--- config.mk ---
export PLATFORM = sky130hd
export DESIGN_NAME = pidm_regs
export DESIGN_NICKNAME = d
export VERILOG_FILES = /design/src/rtl/pidm_pkg.sv /design/src/rtl/pidm_regs.sv
export SDC_FILE = /design/constraint.sdc
export NUM_CORES = 1
export LEC_CHECK = 0
export ABC_AREA = 1
export BUFFER_PORTS_ARGS = -buffer_cell sky130_fd_sc_hd__buf_2
export CORE_MARGIN = 2
export CORE_UTILIZATION = 35
export DETAILED_ROUTE_END_ITERATION = 8
export PLACE_DENSITY = 0.69
export SLEW_MARGIN = 20
export SYNTH_ARGS = -nofsm -noshare
export SYNTH_HDL_FRONTEND = slang
export SYNTH_SLANG_ARGS = --single-unit
--- constraint.sdc ---
create_clock -name clk -period 1.95 [get_ports clk]
set_input_delay 0.2925 -clock clk [delete_from_list [all_inputs] [get_ports clk]]
set_output_delay 0.2925 -clock clk [all_outputs]
set_load 0.02 [all_outputs]
--- src/rtl/pidm_pkg.sv ---
// ----------------------------------------------------------------------------
// pidm_pkg
// Types, codes and default sizes shared by the PID controller files.
// ----------------------------------------------------------------------------
`default_nettype none

package pidm_pkg;

	localparam int DATA_WIDTH_DEF     = 16;
	localparam int GAIN_FRAC_BITS_DEF = 8;
	localparam int ACC_WIDTH_DEF      = 40;

	localparam int GAIN_W   = 16;
	localparam int PERIOD_W = 16;
	localparam int ACTION_W = 2;

	localparam logic [PERIOD_W-1:0] PERIOD_RST = PERIOD_W'(100);

	localparam int APB_AW = 5;
	localparam int APB_DW = 32;

	typedef enum logic [ACTION_W-1:0] {
		ACT_INIT    = 2'd0,
		ACT_ENABLE  = 2'd1,
		ACT_TIEBACK = 2'd2,
		ACT_MANUAL  = 2'd3
	} action_t;

	typedef enum logic [2:0] {
		REG_GAIN_P       = 3'd0,
		REG_GAIN_I       = 3'd1,
		REG_GAIN_D       = 3'd2,
		REG_OUT_MIN      = 3'd3,
		REG_OUT_MAX      = 3'd4,
		REG_PERIOD_TICKS = 3'd5,
		REG_REVERSE      = 3'd6,
		REG_MANUAL_VALUE = 3'd7
	} reg_idx_t;

	typedef struct packed {
		logic [GAIN_W-1:0]   gain_p;
		logic [GAIN_W-1:0]   gain_i;
		logic [GAIN_W-1:0]   gain_d;
		logic [PERIOD_W-1:0] period_ticks;
		logic                reverse_acting;
	} cfg_ctl_t;

endpackage

`default_nettype wire

--- src/rtl/pidm_regs.sv ---
// ----------------------------------------------------------------------------
// pidm_regs
// APB register file: gains, clamp limits, period, direction, manual value.
// ----------------------------------------------------------------------------
`default_nettype none

module pidm_regs
	import pidm_pkg::*;
	#(parameter int DATA_WIDTH = DATA_WIDTH_DEF)
	(
	input  wire logic                         clk,
	input  wire logic                         arst_n,
	input  wire logic                         psel,
	input  wire logic                         penable,
	input  wire logic                         pwrite,
	input  wire logic [APB_AW-1:0]            paddr,
	input  wire logic [APB_DW-1:0]            pwdata,
	output      logic [APB_DW-1:0]            prdata,
	output      cfg_ctl_t                     cfg,
	output      logic signed [DATA_WIDTH-1:0] out_min,
	output      logic signed [DATA_WIDTH-1:0] out_max,
	output      logic signed [DATA_WIDTH-1:0] manual_value
	);

	localparam logic [DATA_WIDTH-1:0] OUT_MAX_RST = {1'b0, {(DATA_WIDTH-1){1'b1}}};

	cfg_ctl_t              cfg_q;
	logic [DATA_WIDTH-1:0] out_min_q;
	logic [DATA_WIDTH-1:0] out_max_q;
	logic [DATA_WIDTH-1:0] manual_q;
	logic                  wr_en;
	reg_idx_t              idx;

	assign wr_en = psel & penable & pwrite;
	assign idx   = reg_idx_t'(paddr[APB_AW-1:2]);

	always_ff @(posedge clk or negedge arst_n) begin
		if (!arst_n) begin
			cfg_q.gain_p         <= '0;
			cfg_q.gain_i         <= '0;
			cfg_q.gain_d         <= '0;
			cfg_q.period_ticks   <= PERIOD_RST;
			cfg_q.reverse_acting <= 1'b0;
			out_min_q            <= '0;
			out_max_q            <= OUT_MAX_RST;
			manual_q             <= '0;
		end else if (wr_en) begin
			case (idx)
				REG_GAIN_P:       cfg_q.gain_p         <= pwdata[GAIN_W-1:0];
				REG_GAIN_I:       cfg_q.gain_i         <= pwdata[GAIN_W-1:0];
				REG_GAIN_D:       cfg_q.gain_d         <= pwdata[GAIN_W-1:0];
				REG_OUT_MIN:      out_min_q            <= pwdata[DATA_WIDTH-1:0];
				REG_OUT_MAX:      out_max_q            <= pwdata[DATA_WIDTH-1:0];
				REG_PERIOD_TICKS: cfg_q.period_ticks   <= pwdata[PERIOD_W-1:0];
				REG_REVERSE:      cfg_q.reverse_acting <= pwdata[0];
				REG_MANUAL_VALUE: manual_q             <= pwdata[DATA_WIDTH-1:0];
				default: ;
			endcase
		end
	end

	always_comb begin
		case (idx)
			REG_GAIN_P:       prdata = APB_DW'(cfg_q.gain_p);
			REG_GAIN_I:       prdata = APB_DW'(cfg_q.gain_i);
			REG_GAIN_D:       prdata = APB_DW'(cfg_q.gain_d);
			REG_OUT_MIN:      prdata = APB_DW'(out_min_q);
			REG_OUT_MAX:      prdata = APB_DW'(out_max_q);
			REG_PERIOD_TICKS: prdata = APB_DW'(cfg_q.period_ticks);
			REG_REVERSE:      prdata = APB_DW'(cfg_q.reverse_acting);
			REG_MANUAL_VALUE: prdata = APB_DW'(manual_q);
			default:          prdata = '0;
		endcase
	end

	assign cfg          = cfg_q;
	assign out_min      = $signed(out_min_q);
	assign out_max      = $signed(out_max_q);
	assign manual_value = $signed(manual_q);

endmodule

`default_nettype wire

After elaboration in Yosys (flattened, before gate mapping)
Index checks and enable logic that the tools add are counted.
{ "word_totals": {"ff_bits": 113, "latchBits": 0, "ramBits": 0, "rom_bits": 0, "inputBits": 42, "out_inout_bits": 145, "word_cells": 27, "n_memories": 0} }
{ "op_classes": {"addsub": 0, "mul": 0, "div": 0, "magnitude_cmp": 0, "eq_ne": 7, "n_shift": 0, "mux": 1, "n_bitwise": 2, "n_reduce_logical": 9} }
{ "ops": {"columns": ["operator", "n"], "rows": [
  ["$pmux 32 s8", 1],
  ["$reduce_and 2->1", 8],
  ["$eq 3x3->1 const B", 4],
  ["$eq 3x2->1 const B", 2],
  ["$eq 3x1->1 const B", 1],
  ["$logic_not 3->1", 1],
  ["$and 1x1->1", 2]
]} }

Logic depth before layout (Yosys ltp)
Gate-level depths: netlist of run 1.
{ "logic_depth": {"word_depth": 3, "mapped_depth": 7, "depth_no_buf": 5} }

Worst setup path after synthesis of run 1
Ideal clock, no wire load.
{ "synth_path": {"path_type": "input to output", "from": "input paddr[3]", "to": "output prdata[14]", "arrival_time_ns": 1.297, "t_required_ns": 1.657, "path_slack_ns": 0.360, "stages": 7, "path_buffers": 2, "path_cell_list": "inv_1 buf_1 buf_2 nand4_1 nand2_1 nor2_1 nand3_1"} }
{ "synth_via": {"elab_chain_len": 2, "word_cells_on_any_way": 9, "classes_between": "7 x eq/ne; 1 x mux; 1 x reduce/logical"} }
{ "synth_rtl": {"columns": ["item", "line", "rtl"], "rows": [
  ["start: declaration", "pidm_regs.sv:16", "input wire logic [APB_AW-1:0] paddr,"],
  ["$eq 3x3->1 (tied with other cells)", "pidm_regs.sv:63", "case (idx)"],
  ["$pmux 32 s8 *", "pidm_regs.sv:63", null],
  ["end: declaration", "pidm_regs.sv:18", "output logic [APB_DW-1:0] prdata,"]
]} }
Mark *: on every way between the ends. The rest lies on a longest branch, timed or not. The select of a mux whose other input is x is not followed.

Worst setup path after layout of run 1
{ "layout_path": {"from": "input paddr[3]", "to": "output prdata[2]"} }
The elaborated chain is that of the path after synthesis.

==> results.json, run 1 <==
{
  "io_buffers": 152,
  "syn_area_per_cell_um2": 8.25,
  "critPathMaxStageDelay_ps": 310,
  "max_cap_viol_count": 0,
  "postLayoutCoreUtil_pct": 46.3,
  "grt_pass1_vias": 4528,
  "worstSetupStartpointType": "input pin",
  "fill_cells": 1515,
  "ys_async_sr_fraction_pct": 100,
  "setup_ws_ps": 125,
  "gp_congestion": 0.869,
  "synth-seq-cells": 113,
  "relSlewSlack_pct": 65.7,
  "highest_layer": "met4",
  "synth_cells": 663,
  "path_cells": "buf_2, inv_1, nand3_4, nor2_1, nor2_1, nand3_1, buf_2",
  "ir_drop_v": 0.000591,
  "period_minus_slack_ps": 1830,
  "met2_length_um": 7130,
  "grtUsageTotal_pct": 19.9,
  "clock-sinks": 113,
  "tritoncts": "yes",
  "multiInputGateArea_um2": 2110,
  "fin_skew_ps": 0,
  "grt_pass1_wl_um": 25300,
  "slowest_stage": "inv_1",
  "cts_root_buf": "clkbuf_16",
  "cts.clk_slew.worst_paths_ps": 50,
  "wl_met1_um": 7890,
  "cpLargestDelayFamily": "simple AND/OR/NAND/NOR gates",
  "crit_type": "in -> out",
  "viasPerCell": 4.85,
  "synth.distinct_cells": 26,
  "met3_length_um": 1060,
  "crit_buf_inv": 3,
  "clockBufferDepth": 2,
  "fin_nets": 852,
  "synth-edff-count": 0,
  "setup_viol": 0,
  "final_common_cell": "buf_2",
  "drtPass1Iterations": 5,
  "final_cell_mix": "buf_2, nand2_1, dfrtp_1",
  "ctsHtreeMaxLevel": 4,
  "status": "completed",
  "dpl.hpwl_um": 11800,
  "rows": 45,
  "crit_required_ps": 1660,
  "first_iter_violations": 449,
  "slew_violations": 0,
  "die_h_um": 129,
  "route.detailed.drc": 0,
  "tns_ps": 0,
  "fin_crit_sh_pct": 93.6,
  "finalWirelength_um": 16300,
  "finalHoldViolations": 0,
  "area_delta_synth_final_pct": 29.3,
  "vias": 5019,
  "grt-ovfl-total": 0,
  "powerDensity_nw_per_um2": 1260,
  "numCtsBuffers": 17,
  "p_leak_nw": 3.67,
  "dieArea_um2": 16600,
  "antenna_found_initial": 1,
  "hold-worst-slack_ps": 140,
  "avgRoutedWirePerCell_um": 15.7,
  "grt_max_degree": 58,
  "fmax_mhz": 548,
  "dp_worst_setup_slack_ps": 76.6,
  "synth_warnings": 0,
  "endpoint_kind": "output pin",
  "die_w_um": 129,
  "initial_utilization_pct": 35.8,
  "synth_area_um2": 5470,
  "core_um2": 15300,
  "worstPathArrival_ps": 1530,
  "hp-class": "in -> reg",
  "clk_latency_ps": 410,
  "tightest_slew_ps": 512,
  "layout-drive-gt1-share_pct": 28.9,
  "seq_area_frac_synth_pct": 52.1,
  "pin_count": 187,
  "ys.flop_type": "dfrtp_1",
  "antenna_left": 0,
  "rsz0062_at_grt": "false",
  "critPathMaxFanout": 16,
  "seqCellArea_um2": 2850
}
==> cell type report <==
cell class	instances	share of cell area (%)
Sequential cell	113	40.3
Multi-Input combinational cell	453	29.8
Timing Repair Buffer	174	13.9
Clock buffer	22	6.56
Tap cell	211	3.73
Clock inverter	10	2.90
Inverter	51	2.71
Antenna cell	1	0.0354
==> per-stage QoR <==
stage / cell area [um^2] / power (mW) / std cells
2_1_floorplan: 5520 / 4.53 / 678
3_3_place_gp: 6390 / 5.36 / 1001
3_5_place_dp: 6390 / 5.40 / 1001
4_1_cts: 7070 / 8.95 / 1034
5_1_grt: 7070 / 9.32 / 1035
6_report: 7070 / 8.89 / 1035
==> power breakdown <==
group          switching [mW]  internal [mW]
sequential              0.380           2.86
clock                    1.08           2.46
combinational            1.43          0.679
total                    2.89           6.00
==> cell usage after synthesis, types with 2 or more instances <==
cell | n | share of area, %
dfrtp_1 | 95 | 43
buf_2 | 23 | 2.1
a21oi_1 | 16 | 1.5
nand3_1 | 35 | 3.2
inv_2 | 2 | 0.14
buf_6 | 6 | 1.2
inv_1 | 49 | 3.4
nor2_4 | 2 | 0.41
o21ai_0 | 77 | 7.0
dfstp_2 | 18 | 8.6
nor2_1 | 80 | 5.5
nand3_4 | 2 | 0.64
o21ai_2 | 8 | 1.3
nand4_1 | 50 | 5.7
nand2_1 | 148 | 10
clkbuf_1 | 10 | 0.69
buf_4 | 18 | 2.5
or2_1 | 2 | 0.23
nor3_2 | 2 | 0.37
buf_1 | 3 | 0.21
o21ai_1 | 12 | 1.1
==> worst min-delay path, delay by kind of cell <==
family,cells,cell delay (ps)
AND/OR/NAND/NOR,1,50
AO/OA/AOI/OAI,1,60
buffers and inverters,1,100
==> flip-flops by register name (all words and copies together) (netlist names) <==
name and count:
manual_value 16, out_max 16, cfg 65, out_min 16
==> routing by layer <==
layer / track usage (%) / up-vias
li1: - / 2462
met1: 29.0 / 2361
met2: 28.4 / 180
met3: 5.49 / 16
met4: 6.84 / 0
met5: 0 / -
==> repair_timing <==
| action | 4_1_cts | 5_1_grt |
|---|---|---|
| hold endpoints to repair | 14 | 0 |
| setup endpoints to repair | 0 | 4 |
| gates resized for setup | 0 | 1 |
| buffers inserted | 0 | 0 |
| hold buffers | 1 | 0 |
==> kinds of logic (layout without fill, tap and decap cells) <==
family | after synthesis | after routing | synth area share [%]
other | 1 | 17 | 0.0686
flip-flops | 113 | 113 | 52.1
buffers and inverters | 112 | 257 | 10.3
AND/OR/NAND/NOR | 324 | 324 | 26.6
AO/OA/AOI/OAI | 113 | 113 | 10.9
==> final timing paths <==
path	startpoint	to	cells after the start	slack, ps
min in group asynchronous	arst_n	cfg[37]	2	310
max in group asynchronous	arst_n	cfg[3]	3	990
min	pwdata[0]	cfg[0]	3	140
min reg2reg	out_max[14]	out_max[14]	2	500
max	paddr[3]	prdata[2]	7	120
max reg2reg	cfg[3]	cfg[3]	2	1170
Power figures use the tool's default switching activity.
==> run 2: changes to the inputs <==
--- a/config.mk
+++ b/config.mk
@@ -7,6 +7,7 @@
 export LEC_CHECK = 0
 export ABC_AREA = 1
 export BUFFER_PORTS_ARGS = -buffer_cell sky130_fd_sc_hd__buf_2
+export CORE_ASPECT_RATIO = 1.25
 export CORE_MARGIN = 2
 export CORE_UTILIZATION = 35
 export DETAILED_ROUTE_END_ITERATION = 8
==> run 2 against run 1 <==
Sequential power barely moved. Clock-buffer cell count fell by 1. Die area hardly changed. Wire length about the same. Critical path depth up 1. Cell count rose by 0.19%. Total power is 6.9% lower. Global-route usage hardly changed. Maximum frequency increased by 3.7%. Critical path type unchanged. Highest routed layer unchanged.
==> results.json, run 2 (synthesis gave the netlist of run 1 again) <==
{
  "dp_worst_setup_slack_ps": 204,
  "io_buffers": 152,
  "dieArea_um2": 16600,
  "final_cell_mix": "buf_2, nand2_1, dfrtp_1",
  "worstSetupStartpointType": "input pin",
  "tightest_slew_ps": 515,
  "viasPerCell": 4.82,
  "worst_path_most_repeated_cell": "buf_2",
  "ir_drop_v": 0.000525,
  "largest_reg_flops": 65,
  "finalHoldViolations": 0,
  "route.detailed.drc": 0,
  "slew_violations": 0,
  "fill_cells": 1580,
  "tritoncts": "yes",
  "post_cts_buffers": 0,
  "first_iter_violations": 271,
  "clk_latency_ps": 410,
  "initial_utilization_pct": 35.4,
  "dpl.hpwl_um": 11800,
  "powerDensity_nw_per_um2": 1190,
  "status": "completed",
  "cts_root_buf": "clkbuf_16",
  "tns_ps": 0,
  "hp-class": "in -> reg",
  "clockBufferDepth": 2,
  "ctsHtreeMaxLevel": 4,
  "die_h_um": 144,
  "power_mw": 8.28,
  "gp_congestion": 0.867,
  "setup_viol": 0,
  "slowest_stage": "buf_2",
  "grt_pass1_wl_um": 25300,
  "grt_max_degree": 82,
  "drtPass1Iterations": 7,
  "relSlewSlack_pct": 65.5,
  "antenna_found_initial": 0,
  "clock-sinks": 113,
  "die_w_um": 116,
  "fin_crit_sh_pct": 90.3,
  "core_um2": 15400,
  "vias": 5000,
  "crit_type": "in -> out",
  "critPathMaxStageDelay_ps": 210,
  "rows": 51,
  "grt_pass1_vias": 4687,
  "path_cells": "buf_2, inv_1, buf_4, nand4_1, nand2_1, nor2_1, nand3_1, buf_2",
  "fin_nets": 854,
  "layout-drive-gt1-share_pct": 29.0,
  "area_delta_synth_final_pct": 27.7,
  "crit_required_ps": 1660,
  "final_common_cell": "buf_2",
  "critPathMaxFanout": 10,
  "grtUsageTotal_pct": 19.8,
  "hold_buffers": 1,
  "ctsResizeCount": 0,
  "p_leak_nw": 3.62,
  "rsz0062_at_grt": "false",
  "cts.clk_slew.worst_paths_ps": 50,
  "max_cap_viol_count": 0,
  "antenna_left": 0,
  "pin_count": 187,
  "fmax_mhz": 568,
  "grt-ovfl-total": 0,
  "period_minus_slack_ps": 1760,
  "postLayoutCoreUtil_pct": 45.2,
  "worstPathArrival_ps": 1470,
  "finalWirelength_um": 16300,
  "numCtsBuffers": 17,
  "setup_ws_ps": 190,
  "avgRoutedWirePerCell_um": 15.7,
  "fin_skew_ps": 0,
  "diodes": 0,
  "endpoint_kind": "output pin"
}
run 2: critical path, delay by kind of cell:
kind	cells	cell delay, ps
and+or+nand+nor	4	440
buffers and inverters	4	730
run 2: stage by stage:
stage               cell area (um^2)  hold WS (ps)  instances
finish                          6980           129       1037
global route                    6980           124       1037
CTS                             6980           105       1037
detailed placement              6420           370       1004
global placement                6420           367       1004
floorplan                       5520         -3.09        678
run 2: power breakdown:
part | switching (mW) | internal (mW)
Clock | 1.06 | 1.86
Sequential | 0.378 | 2.86
Combinational | 1.44 | 0.682
Total | 2.88 | 5.40
run 2: final timing paths:
path                                    end  cells after the start  slack, ps  startpoint
worst min-delay path                 cfg[0]                      3        130   pwdata[0]
worst max-delay path              prdata[1]                      8        190    paddr[3]
min in group asynchronous            cfg[5]                      3        460      arst_n
max in group asynchronous       out_max[14]                      3       1110      arst_n
worst max register to register       cfg[3]                      2       1170      cfg[3]
worst min register to register   out_max[8]                      2        500  out_max[8]
run 2: cell type report:
cell class	instances	area, um^2	area share [%]
flip-flops and latches	113	2850	40.8
inverters	51	191	2.74
repair buffers	176	1010	14.4
multi-input cells	453	2110	30.2
clock buffers	21	440	6.31
clock inverters	11	115	1.65
well taps	212	265	3.80
run 2: metal layers:
layer / global-route usage [%] / share of wire [%] / vias up / wire length (um)
met5: 0 / 0 / - / 0
met4: 7.77 / 2.2 / 0 / 359
met3: 5.27 / 6.7 / 27 / 1090
met2: 30.4 / 47 / 173 / 7630
met1: 26.8 / 44 / 2359 / 7200
li1: - / - / 2441 / -
==> run 3: changes to the inputs <==
==> constraint.sdc (replaced) <==
create_clock -name clk -period 1.95 [get_ports clk]
set_input_delay 0.2925 -clock clk [delete_from_list [all_inputs] [get_ports clk]]
set_output_delay 0.2925 -clock clk [all_outputs]
set_load 0.005 [all_outputs]
==> run 3 against run 2 <==
Wire length decreased by 0.65%. Via count down 0.60%. Cell count fell by 0.19%. Largest power group is now clock. Die area unchanged. Worst setup slack improved by 17 ps. Clock skew unchanged. Highest routed layer unchanged.
==> results.json, run 3 (synthesis gave the netlist of run 1 again) <==
{
  "finalHoldViolations": 0,
  "avgRoutedWirePerCell_um": 15.6,
  "grt-ovfl-total": 0,
  "met3_length_um": 1180,
  "tns_ps": 0,
  "drtPass1Iterations": 5,
  "setup_viol": 0,
  "met2_length_um": 7670,
  "tritoncts": "yes",
  "max_cap_viol_count": 0,
  "area_delta_synth_final_pct": 30.8,
  "antenna_found_initial": 1,
  "final_cell_mix": "buf_2, nand2_1, dfrtp_1",
  "critPathMaxFanout": 17,
  "dpl.hpwl_um": 11700,
  "dieArea_um2": 16600,
  "fmax_mhz": 574,
  "clockBufferDepth": 2,
  "cts_root_buf": "clkbuf_16",
  "hp-class": "in -> reg",
  "relSlewSlack_pct": 66.2,
  "core_um2": 15400,
  "dp_worst_setup_slack_ps": 196,
  "status": "completed",
  "route.detailed.drc": 0,
  "grt_pass1_vias": 4606,
  "grt_max_degree": 39,
  "final_common_cell": "buf_2",
  "die_w_um": 116,
  "numCtsBuffers": 17,
  "powerDensity_nw_per_um2": 1190,
  "clk_latency_ps": 410,
  "clock-sinks": 113,
  "rows": 51,
  "vias": 4970,
  "die_h_um": 144,
  "period_minus_slack_ps": 1740,
  "fin_crit_sh_pct": 89.4,
  "tightest_slew_ps": 505,
  "pin_count": 187,
  "initial_utilization_pct": 35.4,
  "first_iter_violations": 277,
  "worstPathArrival_ps": 1450,
  "endpoint_kind": "output pin",
  "grt_pass1_wl_um": 25000,
  "fin_nets": 851,
  "antenna_left": 0,
  "worstSetupStartpointType": "input pin",
  "viasPerCell": 4.80,
  "wl_met1_um": 6880,
  "ir_drop_v": 0.000539,
  "ctsHtreeMaxLevel": 4,
  "slew_violations": 0,
  "layout-drive-gt1-share_pct": 29.1,
  "io_buffers": 152,
  "post_cts_buffers": 0,
  "p_leak_nw": 3.70,
  "finalWirelength_um": 16200,
  "gp_congestion": 0.879,
  "highest_layer": "met4",
  "rsz0062_at_grt": "false",
  "cts.clk_slew.worst_paths_ps": 50,
  "largest_reg_flops": 65,
  "setup_ws_ps": 207,
  "power_mw": 8.48,
  "crit_type": "in -> out",
  "fin_skew_ps": 0,
  "grtUsageTotal_pct": 19.7,
  "crit_required_ps": 1660
}
run 3: per-stage QoR:
| stage | cell area, um^2 | hold slack (ps) | utilization, % | cells |
|---|---|---|---|---|
| 3_5_place_dp | 6420 | 281 | 41.6 | 1001 |
| 6_report | 7150 | 117 | 46.3 | 1035 |
| 4_1_cts | 7150 | 108 | 46.3 | 1034 |
| 3_3_place_gp | 6420 | 278 | 41.6 | 1001 |
| 5_1_grt | 7150 | 156 | 46.3 | 1034 |
| 2_1_floorplan | 5520 | -3.09 | - | 678 |
run 3: final cells by class:
| class | count | area, um^2 |
|---|---|---|
| clock buffers | 23 | 498 |
| fillers | 1527 | 8290 |
| repair buffers | 173 | 1010 |
| diodes | 1 | 2.50 |
| inverters | 51 | 191 |
| flip-flops and latches | 113 | 2850 |
| multi-input cells | 453 | 2110 |
| clock inverters | 9 | 223 |
| well taps | 212 | 265 |
run 3: layer usage:
metal  track usage [%]  vias up
met5                 0        -
met4              8.77        0
met3              5.23       25
met2              30.7      184
met1              25.8     2306
li1                  -     2455
run 3: worst max-delay path: stages:
cell     delay (ps)
buf_2           200
nor2_4          410
nand3_1         130
nand2_1          90
nor2_1           60
nand3_1         120
buf_2           130
run 3: path summary, 6_finish.rpt:
check,startpoint,endpoint,slack [ps],cells past startpoint
min in group asynchronous,arst_n,manual_value[12],380,2
max,paddr[2],prdata[1],210,7
max in group asynchronous,arst_n,out_max[5],940,3
min reg2reg,out_max[10],out_max[10],500,2
min,pwdata[0],cfg[0],120,3
max reg2reg,out_max[0],out_max[0],1160,2
run 3: where the power goes:
group / switching, mW / internal, mW / leakage (nW)
Clock: 1.07 / 2.69 / 0.350
Sequential: 0.374 / 2.86 / 1.41
Combinational: 0.818 / 0.670 / 1.95
run 3: repair_timing:
action | in CTS | in global routing
setup endpoints to repair | 0 | 0
endpoints found under the hold margin | 28 | 0
hold buffers | 1 | 0
resized for setup | 0 | 0
